File: config.mk
export PLATFORM = sky130hd
export DESIGN_NAME = pds_cell
export DESIGN_NICKNAME = d
export VERILOG_FILES = /design/src/design/pds_pkg.sv /design/src/design/pds_cell.sv
export SDC_FILE = /design/constraint.sdc
export NUM_CORES = 1
export LEC_CHECK = 0
export BUFFER_PORTS_ARGS = -buffer_cell sky130_fd_sc_hd__buf_4
export CAP_MARGIN = 20
export CORE_ASPECT_RATIO = 0.9
export CORE_MARGIN = 2
export CORE_UTILIZATION = 40
export CTS_BUF_LIST = sky130_fd_sc_hd__clkbuf_8
export DETAILED_ROUTE_END_ITERATION = 6
export GPL_ROUTABILITY_DRIVEN = 0
export PLACE_DENSITY = 0.86
export RECOVER_POWER = 100
export SYNTH_ARGS = -nofsm -noshare
export SYNTH_HDL_FRONTEND = slang
export SYNTH_SLANG_ARGS = --single-unit
export TNS_END_PERCENT = 30
File: constraint.sdc
create_clock -name i_clk -period 3.5 [get_ports i_clk]
set_clock_uncertainty 0.1 [all_clocks]
set_input_delay 0.525 -clock i_clk [delete_from_list [all_inputs] [get_ports i_clk]]
set_output_delay 0.525 -clock i_clk [all_outputs]
set_load 0.005 [all_outputs]
File: src/design/pds_pkg.sv
// Shared types for the painter depth sorter: record layout and cell control.
`timescale 1ns / 1ps

package pds_pkg;

    // One stored polygon record
    typedef struct packed {
        logic [3:0]         obj;
        logic [15:0]        poly;
        logic signed [31:0] depth;
    } t_rec;

    // Per-cycle command broadcast to every cell
    typedef struct packed {
        logic ins;    // insert the broadcast record
        logic shift;  // move every record one cell toward the head
    } t_cell_ctl;

    localparam int unsigned RecBits  = $bits(t_rec);
    localparam int unsigned DataBits = ((RecBits + 7) / 8) * 8;

endpackage

File: src/design/pds_cell.sv
// One cell of the insertion chain: holds a record, compares, takes from neighbors.
`timescale 1ns / 1ps

module pds_cell (
    input  logic              i_clk,
    input  logic              i_rst_n,
    input  pds_pkg::t_cell_ctl i_ctl,
    input  pds_pkg::t_rec     i_new,        // broadcast incoming record
    input  pds_pkg::t_rec     i_prev_rec,   // neighbor toward the head
    input  logic              i_prev_valid,
    input  logic              i_prev_gt,    // neighbor keeps its record
    input  pds_pkg::t_rec     i_next_rec,   // neighbor toward the tail
    input  logic              i_next_valid,
    output pds_pkg::t_rec     o_rec,
    output logic              o_valid,
    output logic              o_gt
);
    import pds_pkg::*;

    t_rec r_rec, n_rec;
    logic r_valid, n_valid;

    // Strictly farther than the newcomer: the newcomer lands behind us
    assign o_gt = r_valid && (r_rec.depth > i_new.depth);

    always_comb begin
        n_rec   = r_rec;
        n_valid = r_valid;
        if (i_ctl.ins) begin
            if (!o_gt) begin
                if (i_prev_gt) begin
                    n_rec   = i_new;
                    n_valid = 1'b1;
                end else begin
                    n_rec   = i_prev_rec;
                    n_valid = i_prev_valid;
                end
            end
        end else if (i_ctl.shift) begin
            n_rec   = i_next_rec;
            n_valid = i_next_valid;
        end
    end

    always_ff @(posedge i_clk) begin
        if (!i_rst_n) begin
            r_valid <= 1'b0;
        end else begin
            r_valid <= n_valid;
        end
    end

    always_ff @(posedge i_clk) begin
        r_rec <= n_rec;
    end

    assign o_rec   = r_rec;
    assign o_valid = r_valid;

endmodule

==> impl_metrics.tcl <==
set metrics [dict create \
    pwr-share-seq_pct 46.6 \
    cts.sinks 53 \
    grt-ovfl-total 0 \
    yosys_warnings 0 \
    crit_path_max_incr_delay_ps 490 \
    first_global_vias 3308 \
    end_kind "register" \
    cp_cell_sequence "ha_1, nand4_1, nor4_1, a31oi_1, and3_2, a2bb2oi_1, o211a_4, buf_12" \
    synth.mux.area_fraction_pct 15.0 \
    rsz0062_at_grt "false" \
    port_buffers 216 \
    dieHeight_um 93.3 \
    p_sw_mw 0.466 \
    vias 3373 \
    synth_cells 355 \
    final.min_clock_period_ps 3110 \
    maxCapViolCount 1 \
    hpwl_um 8100 \
    die_x_um 103 \
    ios 217 \
    status "finished with violations" \
    yosys.area_share.simple_pct 10.3 \
    violations "max-capacitance violations, max-slew violations" \
    syn_area_um2 3540 \
    antenna_found_initial 0 \
    synth_seq_area_share_pct 44.6 \
    finalSetupTns_ps 0 \
    synth_cell_types 31 \
    p_per_area_nw_per_um2 332 \
    core_area_um2 8610 \
    path_clk_slew_ps 100 \
    finalCritPeriodShare_pct 88.9 \
    finish.utilization_pct 61.6 \
    synth_xor_area_share_pct 0 \
    required_ps 3380 \
    p_clk_share_pct 22.8 \
    hp-class "register to register" \
    postCtsHoldBufs 0 \
    critPathSlowestCell "nor4_1" \
    grt_pass1_wl_um 14900 \
    dieArea_um2 9630 \
    grt_max_degree 59 \
    worst-setup-path-type "register to register" \
    worstHoldStart "o_valid$_SDFFE_PN0P_" \
    cts_resized 0 \
    crit_start "o_rec[31]$_DFFE_PP_" \
    finalSetupViolCount 0 \
    drc 0 \
    final_cells 682 \
    fill_cells 722 \
    syn_nets 550 \
    htree_levels 2 \
    reg2reg_from "o_rec[31]$_DFFE_PP_" \
    root_buffer "clkbuf_8" \
    yosys.area_share.adder_pct 11.3 \
    numCtsBuffers 5 \
    p_sw_share_pct 26.5 \
    clk_path_buf_depth 2 \
    cts_tree "built" \
    ir_drop_uv 156 \
    wl_um 9970 \
    finalMaxSlewViolations 54 \
    diodes 0 \
    final_cell_mix "buf_4 (162), a21oi_1 (67), nor2_1 (58)" \
    clock.fmax_mhz 322 \
    clock_latency_ps 300 \
    syn_to_final_growth_pct 49.6 \
    vias_per_cell 4.95 \
    arrival_ps 2990 \
    dpl.cell_count 674 \
    synth_area_per_cell_um2 9.98 \
    start_util_pct 41.2 \
    startpoint_type "register" \
    first_pass_iters 4 \
    worst_pin_slew_ps 1770 \
    relSlewSlack_pct -18.2 \
    p_leak_nw 2.58 \
    rows 32 \
    layout.nets 757 \
    synth_compound_area_share_pct 13.2 \
    avgRoutedWirePerCell_um 14.6 \
    layout-drive-gt1-share_pct 38.0 \
    drtIter0Drc 74 \
    ys_ff_latch 53 \
    cts_setup_buffers 0 \
    p_comb_share_pct 30.6 \
    hold_ws_ps 394 \
    synth_top_family_by_area "multiplexers" \
    final_antenna_net_count 0 \
    path_max_fanout 53 \
    hold_viol 0 \
    final_common_cell "buf_4" \
    internal_power_mw 1.29 \
    gr-usage-all-layers_pct 19.8 \
]
[layer usage]
metal	vias up	wire [µm]	global-route usage (%)	part of all wire [%]
met4	0	132	5.48	1.3
met2	129	5240	36.4	53
met5	-	0	0	0
met1	1540	3920	22.6	39
met3	10	679	4.48	6.8
li1	1694	-	-	-
[path summary, 6_finish.rpt]
check,to,slack (ps),depth (start not counted)
max,o_rec[46]$_DFFE_PP_,390,8
min reg2reg,o_valid$_SDFFE_PN0P_,390,2
max reg2reg,o_rec[46]$_DFFE_PP_,390,8
min,o_valid$_SDFFE_PN0P_,390,2
[state kept, by name (all words and copies together) (netlist names)]
name     flops
o_rec       52
o_valid      1
[power groups by stage]
stage | Clock, mW | Sequential [mW] | Combinational, mW
final | 0.401 | 0.821 | 0.538
after global routing | 0.436 | 0.829 | 0.595
after CTS | 0.410 | 0.823 | 0.563
after detailed placement | 0 | 0.837 | 0.562
after global placement | 0 | 0.834 | 0.544
after floorplan | 0 | 0.840 | 0.233
[layout make-up]
class / instances / area (µm²) / share of cell area (%)
tap: 119 / 149 / 2.81
clock buffer: 5 / 68.8 / 1.30
timing repair buffer: 218 / 1600 / 30.1
sequential: 53 / 1580 / 29.8
clock inverter: 3 / 37.5 / 0.708
inverter: 33 / 124 / 2.34
multi-input combinational: 251 / 1740 / 32.9
[cell usage after synthesis]
cell	count	share of area, %
nor4_2	1	0.35
o21ai_0	4	0.56
nor2b_1	1	0.18
and3_4	1	0.32
nor2_1	58	6.1
inv_1	33	3.5
a31oi_1	1	0.18
buf_2	5	0.71
o41a_2	1	0.35
o21a_1	1	0.21
a211oi_1	1	0.21
a2bb2oi_2	1	0.42
nand4_1	7	1.2
o211a_4	1	0.49
buf_1	5	0.53
ha_1	32	11
nand2_1	9	0.95
nor3_1	1	0.14
or3_1	1	0.18
nand3b_1	1	0.21
nand4_2	1	0.35
edfxtp_1	52	44
a21boi_0	1	0.21
clkbuf_1	8	0.85
a22oi_1	1	0.21
o211ai_1	3	0.64
dfxtp_1	1	0.56
mux2i_1	53	15
o2bb2ai_1	1	0.25
nand3_1	2	0.28
a21oi_1	67	9.5
[per-stage QoR]
step | total power [mW] | area, µm² | setup slack (ps)
3_3_place_gp | 1.38 | 5270 | 534
6_report | 1.76 | 5300 | 390
2_1_floorplan | 1.07 | 3540 | 655
3_5_place_dp | 1.40 | 5270 | 402
4_1_cts | 1.80 | 5380 | 426
5_1_grt | 1.86 | 5300 | 143
[logic make-up (layout without fill, tap and decap cells)]
kind of cell,count (synthesis),after routing
AO/OA/AOI/OAI,83,83
adder cells (fa/ha/maj),32,32
buffers and inverters,51,259
flip-flops,53,53
multiplexers,53,53
AND/OR/NAND/NOR,83,83
[worst max-delay path, delay by kind of cell (launching register included)]
kind                       cells  cell delay (ps)
and+or+nand+nor                3              960
AOI/OAI and AO/OA              3              620
DFF                            1              410
adders and majority gates      1              390
buffers and inverters          1              270
Note: power is estimated with default switching activity, not from simulation.
